## config.mk

```make
export PLATFORM = sky130hd
export DESIGN_NAME = buffer_pool_frame_replacement
export DESIGN_NICKNAME = d
export VERILOG_FILES = /design/src/rtl/bpfr_pkg.sv /design/src/rtl/bpfr_datapath.sv /design/src/rtl/bpfr_ctrl.sv /design/src/rtl/buffer_pool_frame_replacement.sv
export SDC_FILE = /design/constraint.sdc
export NUM_CORES = 2
export LEC_CHECK = 0
export ABC_AREA = 0
export BUFFER_PORTS_ARGS = -buffer_cell sky130_fd_sc_hd__buf_2
export CORE_UTILIZATION = 52
export DETAILED_ROUTE_END_ITERATION = 7
export GPL_TIMING_DRIVEN = 0
export PLACE_DENSITY = 0.72
export SETUP_SLACK_MARGIN = 0.4
export SLEW_MARGIN = 25
export SYNTH_ARGS = -nofsm -noshare
export SYNTH_HDL_FRONTEND = slang
export SYNTH_SLANG_ARGS = --single-unit
```

## constraint.sdc

```tcl
create_clock -name clock -period 11.52 [get_ports clock]
set_input_delay 2.304 -clock clock [delete_from_list [all_inputs] [get_ports clock]]
set_output_delay 2.304 -clock clock [all_outputs]
set_load 0.05 [all_outputs]
```

## src/rtl/bpfr_pkg.sv

```systemverilog
package bpfr_pkg;

   typedef enum logic [2:0] {
      CMD_PIN   = 3'd0,
      CMD_UNPIN = 3'd1,
      CMD_DIRTY = 3'd2,
      CMD_FORCE = 3'd3,
      CMD_FLUSH = 3'd4
   } cmd_type;

   localparam logic [1:0] ST_OK       = 2'd0;
   localparam logic [1:0] ST_NOT_RES  = 2'd1;
   localparam logic [1:0] ST_NO_VICT  = 2'd2;

   localparam logic [1:0] IO_NONE  = 2'd0;
   localparam logic [1:0] IO_READ  = 2'd1;
   localparam logic [1:0] IO_WRITE = 2'd2;

   localparam logic CSR_MODE   = 1'b0;
   localparam logic CSR_FRAMES = 1'b1;

   typedef struct packed {
      logic [2:0]  command;
      logic [30:0] page_number;
   } req_type;

   typedef struct packed {
      logic [1:0]  status;
      logic [3:0]  frame_index;
      logic [1:0]  io_request;
      logic [30:0] io_page;
      logic [31:0] reads_done;
      logic [31:0] writes_done;
      logic        last_result;
   } rsp_type;

   // Datapath operations issued by the controller.
   typedef enum logic [3:0] {
      OP_NONE     = 4'd0,
      OP_SCAN     = 4'd1,  // one step of a page/victim walk
      OP_CLR      = 4'd2,  // reset walk index and search flags
      OP_HIT_PIN  = 4'd3,
      OP_UNPIN    = 4'd4,
      OP_DIRTY    = 4'd5,
      OP_FORCE    = 4'd6,
      OP_EVICT_WB = 4'd7,
      OP_AGE      = 4'd8,  // one aging step
      OP_LOAD     = 4'd9,
      OP_FLUSH_WB = 4'd10,
      OP_EMIT_ST  = 4'd11,
      OP_LRU_HIT  = 4'd12
   } op_type;

   typedef struct packed {
      op_type     op;
      logic [1:0] st;
   } cmd_bus_type;

   typedef struct packed {
      logic scan_done;
      logic hit;
      logic empty_found;
      logic victim_found;
      logic victim_dirty;
      logic flush_hit;
   } stat_bus_type;

endpackage

```

## src/rtl/bpfr_datapath.sv

```systemverilog
module bpfr_datapath #(
   parameter int NUM_FRAMES     = 16,
   parameter int FIX_COUNT_BITS = 16
) (
   input  logic                  clock,
   input  logic                  reset,
   input  logic [4:0]            frames_cfg,
   input  bpfr_pkg::req_type     req,
   input  bpfr_pkg::cmd_bus_type cmd,
   output bpfr_pkg::stat_bus_type stat,
   output bpfr_pkg::rsp_type     rsp_word
);
   localparam int FW = $clog2(NUM_FRAMES);
   localparam int CW = $clog2(NUM_FRAMES + 1);

   logic [30:0]             page_mem [NUM_FRAMES];
   logic [NUM_FRAMES-1:0]   valid_ff, dirty_ff;
   logic [FIX_COUNT_BITS-1:0] fix_ff [NUM_FRAMES];
   logic [FW-1:0]           rank_ff [NUM_FRAMES];
   logic [31:0]             rd_cnt_ff, wr_cnt_ff;
   logic [CW-1:0]           idx_ff;
   logic [FW-1:0]           sel_ff, vic_ff;
   logic                    hit_ff, empty_ff, vfound_ff;
   logic [FW-1:0]           best_ff, old_rank_ff;
   logic                    old_valid_ff;
   logic [CW-1:0]           n_mgd;
   logic [FW-1:0]           i;
   logic                    in_range;

   assign n_mgd = (frames_cfg == 5'd0) ? CW'(1) :
                  ({27'd0, frames_cfg} > 32'(NUM_FRAMES)) ? CW'(NUM_FRAMES) :
                  CW'(frames_cfg);
   assign i = idx_ff[FW-1:0];
   assign in_range = idx_ff < n_mgd;

   assign stat.scan_done    = !in_range;
   assign stat.hit          = hit_ff;
   assign stat.empty_found  = empty_ff;
   assign stat.victim_found = vfound_ff;
   assign stat.victim_dirty = dirty_ff[vic_ff];
   assign stat.flush_hit    = in_range && valid_ff[i] && dirty_ff[i] && fix_ff[i] == '0;

   always_ff @(posedge clock) begin
      if (reset) begin
         valid_ff  <= '0;
         dirty_ff  <= '0;
         rd_cnt_ff <= '0;
         wr_cnt_ff <= '0;
         idx_ff    <= '0;
         for (int k = 0; k < NUM_FRAMES; k++) begin
            fix_ff[k]  <= '0;
            rank_ff[k] <= '0;
         end
      end else begin
         case (cmd.op)
            bpfr_pkg::OP_CLR: begin
               idx_ff <= '0; hit_ff <= 1'b0; empty_ff <= 1'b0; vfound_ff <= 1'b0;
               best_ff <= '0;
            end
            bpfr_pkg::OP_SCAN: begin
               // one frame per cycle: page match, first empty, oldest unpinned
               if (in_range) begin
                  if (!hit_ff && valid_ff[i] && page_mem[i] == req.page_number) begin
                     hit_ff <= 1'b1; sel_ff <= i;
                  end
                  if (!empty_ff && !valid_ff[i]) begin
                     empty_ff <= 1'b1; vic_ff <= i;
                  end else if (!empty_ff && fix_ff[i] == '0 &&
                               (!vfound_ff || rank_ff[i] > best_ff)) begin
                     vfound_ff <= 1'b1; vic_ff <= i; best_ff <= rank_ff[i];
                  end
                  idx_ff <= idx_ff + CW'(1);
               end
            end
            bpfr_pkg::OP_HIT_PIN: begin
               if (fix_ff[sel_ff] != '1) fix_ff[sel_ff] <= fix_ff[sel_ff] + 1'b1;
               old_rank_ff <= rank_ff[sel_ff]; old_valid_ff <= 1'b1; vic_ff <= sel_ff;
               idx_ff <= '0;
            end
            bpfr_pkg::OP_LRU_HIT: begin
               old_rank_ff <= rank_ff[vic_ff]; old_valid_ff <= valid_ff[vic_ff];
               idx_ff <= '0;
            end
            bpfr_pkg::OP_AGE: begin
               // age frames newer than the target, one per cycle
               if (in_range) begin
                  if (i != vic_ff && valid_ff[i] &&
                      (!old_valid_ff || rank_ff[i] < old_rank_ff) &&
                      rank_ff[i] != FW'(NUM_FRAMES - 1))
                     rank_ff[i] <= rank_ff[i] + 1'b1;
                  idx_ff <= idx_ff + CW'(1);
               end
            end
            bpfr_pkg::OP_UNPIN:
               if (fix_ff[sel_ff] != '0) fix_ff[sel_ff] <= fix_ff[sel_ff] - 1'b1;
            bpfr_pkg::OP_DIRTY: dirty_ff[sel_ff] <= 1'b1;
            bpfr_pkg::OP_FORCE: begin
               dirty_ff[sel_ff] <= 1'b0; wr_cnt_ff <= wr_cnt_ff + 1'b1;
            end
            bpfr_pkg::OP_EVICT_WB: wr_cnt_ff <= wr_cnt_ff + 1'b1;
            bpfr_pkg::OP_LOAD: begin
               valid_ff[vic_ff] <= 1'b1; dirty_ff[vic_ff] <= 1'b0;
               fix_ff[vic_ff]   <= FIX_COUNT_BITS'(1); rank_ff[vic_ff] <= '0;
               page_mem[vic_ff] <= req.page_number;
               rd_cnt_ff <= rd_cnt_ff + 1'b1;
            end
            bpfr_pkg::OP_FLUSH_WB: begin
               if (stat.flush_hit) begin
                  dirty_ff[i] <= 1'b0; wr_cnt_ff <= wr_cnt_ff + 1'b1;
               end
               idx_ff <= idx_ff + CW'(1);
            end
            default: ;
         endcase
         if (cmd.op == bpfr_pkg::OP_AGE && !in_range && old_valid_ff && vic_ff == sel_ff &&
             hit_ff)
            rank_ff[vic_ff] <= '0;
      end
   end

   // result word, built combinationally from current state and the op
   always_comb begin
      rsp_word = '0;
      rsp_word.status      = cmd.st;
      rsp_word.reads_done  = rd_cnt_ff;
      rsp_word.writes_done = wr_cnt_ff;
      rsp_word.last_result = 1'b1;
      case (cmd.op)
         bpfr_pkg::OP_HIT_PIN, bpfr_pkg::OP_UNPIN, bpfr_pkg::OP_DIRTY:
            rsp_word.frame_index = 4'(sel_ff);
         bpfr_pkg::OP_FORCE: begin
            rsp_word.frame_index = 4'(sel_ff);
            rsp_word.io_request  = bpfr_pkg::IO_WRITE;
            rsp_word.io_page     = page_mem[sel_ff];
            rsp_word.writes_done = wr_cnt_ff + 1'b1;
         end
         bpfr_pkg::OP_EVICT_WB: begin
            rsp_word.frame_index = 4'(vic_ff);
            rsp_word.io_request  = bpfr_pkg::IO_WRITE;
            rsp_word.io_page     = page_mem[vic_ff];
            rsp_word.writes_done = wr_cnt_ff + 1'b1;
            rsp_word.last_result = 1'b0;
         end
         bpfr_pkg::OP_LOAD: begin
            rsp_word.frame_index = 4'(vic_ff);
            rsp_word.io_request  = bpfr_pkg::IO_READ;
            rsp_word.io_page     = req.page_number;
            rsp_word.reads_done  = rd_cnt_ff + 1'b1;
         end
         bpfr_pkg::OP_FLUSH_WB: begin
            rsp_word.frame_index = 4'(i);
            rsp_word.io_request  = bpfr_pkg::IO_WRITE;
            rsp_word.io_page     = page_mem[i];
            rsp_word.writes_done = wr_cnt_ff + 1'b1;
            rsp_word.last_result = 1'b0;
         end
         default: ;
      endcase
   end
endmodule

```

## src/rtl/bpfr_ctrl.sv

```systemverilog
module bpfr_ctrl (
   input  logic                   clock,
   input  logic                   reset,
   input  logic                   mode,
   input  logic                   req_valid,
   output logic                   req_stall,
   input  logic [2:0]             command,
   input  bpfr_pkg::stat_bus_type stat,
   output bpfr_pkg::cmd_bus_type  cmd,
   input  bpfr_pkg::rsp_type      rsp_word,
   output logic                   rsp_valid,
   input  logic                   rsp_stall,
   output bpfr_pkg::rsp_type      rsp
);
   typedef enum logic [8:0] {
      S_IDLE  = 9'b000000001,
      S_SCAN  = 9'b000000010,
      S_DEC   = 9'b000000100,
      S_AGE   = 9'b000001000,
      S_LOAD  = 9'b000010000,
      S_FLUSH = 9'b000100000,
      S_EMIT  = 9'b001000000,
      S_WAIT  = 9'b010000000,
      S_WB    = 9'b100000000
   } state_type;

   state_type state_ff, state_in;
   logic [2:0] cmd_ff, cmd_in;
   logic       hitage_ff, hitage_in;
   logic       rsp_valid_ff, rsp_valid_in;
   bpfr_pkg::rsp_type rsp_ff, rsp_in;
   logic       push, out_free;

   assign out_free  = !rsp_valid_ff || !rsp_stall;
   assign req_stall = (state_ff != S_IDLE);
   assign rsp_valid = rsp_valid_ff;
   assign rsp       = rsp_ff;

   always_comb begin
      state_in = state_ff; cmd_in = cmd_ff; hitage_in = hitage_ff;
      cmd = '{op: bpfr_pkg::OP_NONE, st: bpfr_pkg::ST_OK};
      push = 1'b0;
      case (state_ff)
         S_IDLE: if (req_valid) begin
            cmd_in = command; cmd.op = bpfr_pkg::OP_CLR;
            state_in = (command == bpfr_pkg::CMD_FLUSH) ? S_FLUSH : S_SCAN;
            if (command > bpfr_pkg::CMD_FLUSH) state_in = S_EMIT;
         end
         S_SCAN: begin
            cmd.op = bpfr_pkg::OP_SCAN;
            if (stat.scan_done) state_in = S_DEC;
         end
         S_DEC: if (out_free) begin
            push = 1'b1; state_in = S_WAIT;
            if (stat.hit) begin
               case (cmd_ff)
                  bpfr_pkg::CMD_PIN: begin
                     cmd.op = bpfr_pkg::OP_HIT_PIN;
                     hitage_in = 1'b1;
                     if (mode) state_in = S_AGE;
                  end
                  bpfr_pkg::CMD_UNPIN: cmd.op = bpfr_pkg::OP_UNPIN;
                  bpfr_pkg::CMD_DIRTY: cmd.op = bpfr_pkg::OP_DIRTY;
                  default:             cmd.op = bpfr_pkg::OP_FORCE;
               endcase
            end else if (cmd_ff != bpfr_pkg::CMD_PIN) begin
               cmd.st = bpfr_pkg::ST_NOT_RES;
            end else if (!stat.empty_found && !stat.victim_found) begin
               cmd.st = bpfr_pkg::ST_NO_VICT;
            end else begin
               hitage_in = 1'b0;
               if (!stat.empty_found && stat.victim_dirty) begin
                  cmd.op = bpfr_pkg::OP_EVICT_WB; state_in = S_WB;
               end else begin
                  push = 1'b0; cmd.op = bpfr_pkg::OP_LRU_HIT; state_in = S_AGE;
               end
            end
         end
         S_WB: begin
            cmd.op = bpfr_pkg::OP_LRU_HIT; state_in = S_AGE;
         end
         S_AGE: begin
            cmd.op = bpfr_pkg::OP_AGE;
            if (stat.scan_done) state_in = hitage_ff ? S_WAIT : S_LOAD;
         end
         S_LOAD: if (out_free) begin
            cmd.op = bpfr_pkg::OP_LOAD; push = 1'b1; state_in = S_WAIT;
         end
         S_FLUSH: begin
            if (stat.scan_done) state_in = S_EMIT;
            else if (!stat.flush_hit) cmd.op = bpfr_pkg::OP_FLUSH_WB;
            else if (out_free) begin
               cmd.op = bpfr_pkg::OP_FLUSH_WB; push = 1'b1;
            end
         end
         S_EMIT: if (out_free) begin
            push = 1'b1; state_in = S_WAIT;
         end
         S_WAIT: state_in = S_IDLE;
         default: state_in = S_IDLE;
      endcase
      rsp_valid_in = push ? 1'b1 : (rsp_stall ? rsp_valid_ff : 1'b0);
      rsp_in = push ? rsp_word : rsp_ff;
   end

   always_ff @(posedge clock) begin
      if (reset) begin
         state_ff <= S_IDLE; rsp_valid_ff <= 1'b0; cmd_ff <= '0; hitage_ff <= 1'b0;
      end else begin
         state_ff <= state_in; rsp_valid_ff <= rsp_valid_in;
         cmd_ff <= cmd_in; hitage_ff <= hitage_in;
      end
      rsp_ff <= rsp_in;
   end
endmodule

```

## src/rtl/buffer_pool_frame_replacement.sv

```systemverilog
// Buffer pool page-frame table with FIFO or LRU replacement. One command word
// is taken at a time; req_stall stays high until the controller is idle again,
// after its last result word has been loaded into the output register. A command
// walks the managed frames one per cycle in the datapath (page match, empty frame
// and victim search together); an LRU pin hit or a pin miss that takes a frame
// adds a second walk for aging. Flush all walks one frame per cycle unless a write
// word waits on rsp_stall. The output register lets the next command start while
// the final word is still waiting. Write csr_ only while idle.
module buffer_pool_frame_replacement #(
   parameter int NUM_FRAMES     = 16,
   parameter int FIX_COUNT_BITS = 16
) (
   input  logic              clock,
   input  logic              reset,
   input  logic              req_valid,
   output logic              req_stall,
   input  bpfr_pkg::req_type req_data,
   output logic              rsp_valid,
   input  logic              rsp_stall,
   output bpfr_pkg::rsp_type rsp_data,
   input  logic              csr_valid,
   output logic              csr_ready,
   input  logic              csr_index,
   input  logic [4:0]        csr_data
);
   logic       mode_ff;
   logic [4:0] frames_ff;
   bpfr_pkg::req_type      req_ff;
   bpfr_pkg::cmd_bus_type  cmd;
   bpfr_pkg::stat_bus_type stat;
   bpfr_pkg::rsp_type      rsp_word;

   assign csr_ready = 1'b1;

   // CSR writes; hold the accepted command for the whole walk
   always_ff @(posedge clock) begin
      if (reset) begin
         mode_ff <= 1'b0; frames_ff <= 5'd16;
      end else if (csr_valid) begin
         if (csr_index == bpfr_pkg::CSR_MODE) mode_ff <= csr_data[0];
         else frames_ff <= csr_data;
      end
      if (req_valid && !req_stall) req_ff <= req_data;
   end

   bpfr_ctrl u_ctrl (
      .clock, .reset, .mode(mode_ff), .req_valid, .req_stall,
      .command(req_data.command), .stat, .cmd, .rsp_word,
      .rsp_valid, .rsp_stall, .rsp(rsp_data)
   );

   bpfr_datapath #(.NUM_FRAMES(NUM_FRAMES), .FIX_COUNT_BITS(FIX_COUNT_BITS)) u_dp (
      .clock, .reset, .frames_cfg(frames_ff), .req(req_ff),
      .cmd, .stat, .rsp_word
   );
endmodule

```

==> impl_summary.log <==
INFO  metric outcome = finished, violations left
INFO  metric violations = DRC
INFO  metric design_area = 0.06477 mm2
INFO  metric hold_depth = 2
INFO  metric clock_pin_slew_worst_setup_and_hold_paths = 70 ps
INFO  metric setup_violations = 0
INFO  metric tightest_slew = 1265 ps
INFO  metric max-clock-path-buffers = 3
INFO  metric cts_resized = 0
INFO  metric fmax = 125.0 MHz
INFO  metric drive_gt1_share = 29.15%
INFO  metric total_leakage_power = 21.25 nW
INFO  metric r2r-end = u_dp.rank_ff[0][1]$_SDFFCE_PN0P_
INFO  metric global_route.usage.total = 35.97%
INFO  metric initial_cell_density_of_the_core = 52.40%
INFO  metric synth-seq-area-share = 55.87%
INFO  metric num_vias = 40655
INFO  metric route.final.wire_length = 200200 um
INFO  metric ff2ff_setup_slack = 3520 ps
INFO  metric floorplan.die.width = 333.0 um
INFO  metric worst_ir_drop_vdd = 0.1556 mV
INFO  metric post_synth_edffs = 971
INFO  metric htreeDepth = 3
INFO  metric fin_worst_hold_slack = 479.2 ps
INFO  metric ys.warnings.count = 0
INFO  metric min_period_over_period = 69.43%
INFO  metric area_growth_syn_to_layout = 13.71%
INFO  metric syn_avg_cell_area = 15.08 um2
INFO  metric cts_post_setup_buffers_inserted = 0
INFO  metric cts-root-buf = sky130_fd_sc_hd__clkbuf_16
INFO  metric cap_viol_max_count = 0
INFO  metric grt_first_pass_wirelength = 282500 um
INFO  metric vias_in_the_first_global_route = 39434
INFO  metric drt-pass1-iter-count = 8
INFO  metric portBuffers = 150
INFO  metric aggregate_negative_setup_slack = 0 ps
INFO  metric finalCriticalPeriod = 7998 ps
INFO  metric drt_iter0_drc = 7006
INFO  metric syn_area = 0.05696 mm2
INFO  metric grt_setup_unrepaired = false
INFO  metric power-per-cell-area = 147.0 mW/mm2
INFO  metric final-max-slew-violation-count = 0
INFO  metric cts_buffers = 113
INFO  metric timing.hold.worst.start = frames_ff[4]$_SDFFE_PP1P_
INFO  metric worstHoldEndpoint = frames_ff[4]$_SDFFE_PP1P_
INFO  metric hold_violations = 0
INFO  metric synth_top_flop_cell = sky130_fd_sc_hd__edfxtp_1
INFO  metric hold_class = reg2reg
INFO  metric clock-sinks = 1104
INFO  metric critical_path_arrival = 8350 ps
INFO  metric slew_headroom = 15.66%
INFO  metric setup.worst_path.class = reg2reg
INFO  metric n_fill_cell = 8121
INFO  metric design.final.nets = 4162
INFO  metric syn_nets = 3846
INFO  metric detail-route-antenna-nets = 0
INFO  metric i_o_pin_cnt = 152
INFO  metric floorplan.die_area = 0.1109 mm2
INFO  metric timing.reg2reg.worst_path_depth = 17
INFO  metric worstPathRequired = 11870 ps
INFO  metric yosys_register_bits = 1104
INFO  metric cpMostUsedCell = sky130_fd_sc_hd__clkbuf_1
INFO  metric synthCells = 3778
INFO  metric crit_chain = clkbuf_1, clkbuf_1, buf_1, clkbuf_1, clkbuf_2, mux4_2, mux4_2, ha_1, a21o_1, a21oi_1, o21ai_0, a21oi_1, nor2_1, nor2_1, nand2_1, clkbuf_1, o21ai_0
INFO  metric multiInputGateArea = 0.02392 mm2
INFO  metric hold_buffers = 0
INFO  metric clock_latency = 740 ps
INFO  metric die_h = 333.0 um
INFO  metric gpl.final_weighted_congestion = 1.010
INFO  metric finalNonFillerCells = 5611
INFO  metric global_route.overflow_total = 0
INFO  metric synth_cell_types = 91
INFO  metric share_of_async_settable_or_async_resettable_flops_after_synthesis = 0%
INFO  metric largest_net_degree_at_the_start_of_global_routing = 32
INFO  metric critPathSlowestCell = sky130_fd_sc_hd__o21ai_0
INFO  metric post-route-drc-count = 19
INFO  metric num_rows = 121
INFO  metric antenna_found_initial = 5
INFO  metric vias_per_cell = 7.246
INFO  metric placed_cells = 5393
INFO  metric worst_setup_path_start_kind = flop
INFO  metric ff_latch_area = 0.03182 mm2
INFO  metric post_drt_wl_per_cell = 35.67 um
INFO  metric clock_tree_from_tritoncts = done
INFO  metric dpl_cell_area = 0.06091 mm2
INFO  metric fin_worst_skew = 39.42 ps
INFO  metric crit_path_max_fanout = 10
INFO  metric timing.critical_path.to_type = flop
INFO  metric place_hpwl = 138300 um
INFO  metric cp_slowest_stage_delay = 880 ps
INFO  metric core-area = 0.1087 mm2
[layout make-up]
class | instances | share of cell area, %
Sequential cell | 1104 | 49.13
Multi-Input combinational cell | 2341 | 36.93
Clock buffer | 141 | 4.772
Timing Repair Buffer | 201 | 2.996
Tap cell | 1414 | 2.732
Buffer | 294 | 2.046
Clock inverter | 72 | 1.142
Inverter | 39 | 0.2338
Antenna cell | 5 | 0.01932
[critical path: cells and delay by family (launching register included)]
kind	cells	cell delay, ps
compound gates	5	1610
fa+ha+maj	1	340
buf+inv	6	3770
flops	1	310
mux	2	1040
simple gates	3	550
[cell usage in the layout, fill, tap and decap left out, drive strengths merged, types with 42 or more instances in the layout]
cell,instances
nor4,82
o21ai,56
clkbuf,318
mux4,605
edfxtp,971
dfxtp,133
a21oi,105
inv,42
nand3,73
xnor2,93
xor2,62
and2,45
nand2,287
buf,318
clkinv,48
nor2,376
nor3,139
[logic make-up (layout without fill, tap and decap cells)]
group           count (synthesis)  in the layout  synth area share, %
simple gates                 1154           1154                9.567
flops                        1104           1104                55.87
mux                           663            663                25.03
compound gates                345            345                4.150
buf+inv                       333            747                2.447
xor+xnor                      155            155                2.430
fa+ha+maj                      23             23               0.5053
other cells                     1              6             0.006584
[state kept, by name, indices dropped and copies added (netlist names), 16 cells and up, named ones only]
register / count
u_dp.dirty_ff: 16
req_ff: 31
u_dp.rank_ff: 64
u_dp.wr_cnt_ff: 32
u_dp.page_mem: 496
u_dp.rd_cnt_ff: 32
u_ctrl.rsp: 104
u_dp.fix_ff: 256
u_dp.valid_ff: 16
[how the worst max path moves through the flow]
stage,startpoint,to,slack [ps],cells past startpoint
5_1_grt,flop,u_dp.rank_ff[4][1]$_SDFFCE_PN0P_,3470,18
3_5_place_dp,flop,u_dp.rank_ff[8][1]$_SDFFCE_PN0P_,3670,18
3_3_place_gp,rsp_stall,u_ctrl.rsp[78]$_DFFE_PP_,-4960,4
4_1_cts,flop,u_dp.rank_ff[8][2]$_SDFFCE_PN0P_,3610,18
6_report,flop,u_dp.rank_ff[0][1]$_SDFFCE_PN0P_,3520,17
2_1_floorplan,rsp_stall,u_ctrl.rsp[0]$_DFFE_PP_,930,3
[Yosys cell counts (all sizes together), types with 38 or more instances]
master,instances,area share (%)
edfxtp,971,51
mux4,605,24
nor2,376,2.5
nand2,287,1.9
clkbuf,176,1.2
nor3,139,1.3
dfxtp,133,4.7
buf,118,1.0
a21oi,105,0.92
xnor2,93,1.5
nor4,82,0.94
nand3,73,0.64
xor2,62,0.95
o21ai,56,0.51
and2,45,0.49
inv,38,0.25
[stage by stage]
step	total power, mW	setup slack (ps)	util, %
after CTS	9.489	3605	59.55
final	9.521	3522	59.58
after global routing	9.707	3467	59.57
after global placement	5.720	-4965	54.72
after floorplan	5.365	929.7	-
after detailed placement	5.749	3669	56.03
[metal layers]
metal | up-vias | GRT usage [%] | share of wire, %
met2 | 3923 | 54.93 | 45
met1 | 19972 | 44.63 | 32
met3 | 890 | 11.37 | 15
li1 | 15868 | - | -
met4 | 2 | 22.67 | 7.6
met5 | - | 0 | 0.0055
[report_power, final]
group / total, mW / internal, mW / switching (mW)
combinational: 0.935 / 0.324 / 0.610
sequential: 4.77 / 4.58 / 0.193
clock: 3.82 / 2.18 / 1.64
total: 9.52 / 7.08 / 2.44
Note: power is estimated with default switching activity, not from simulation.
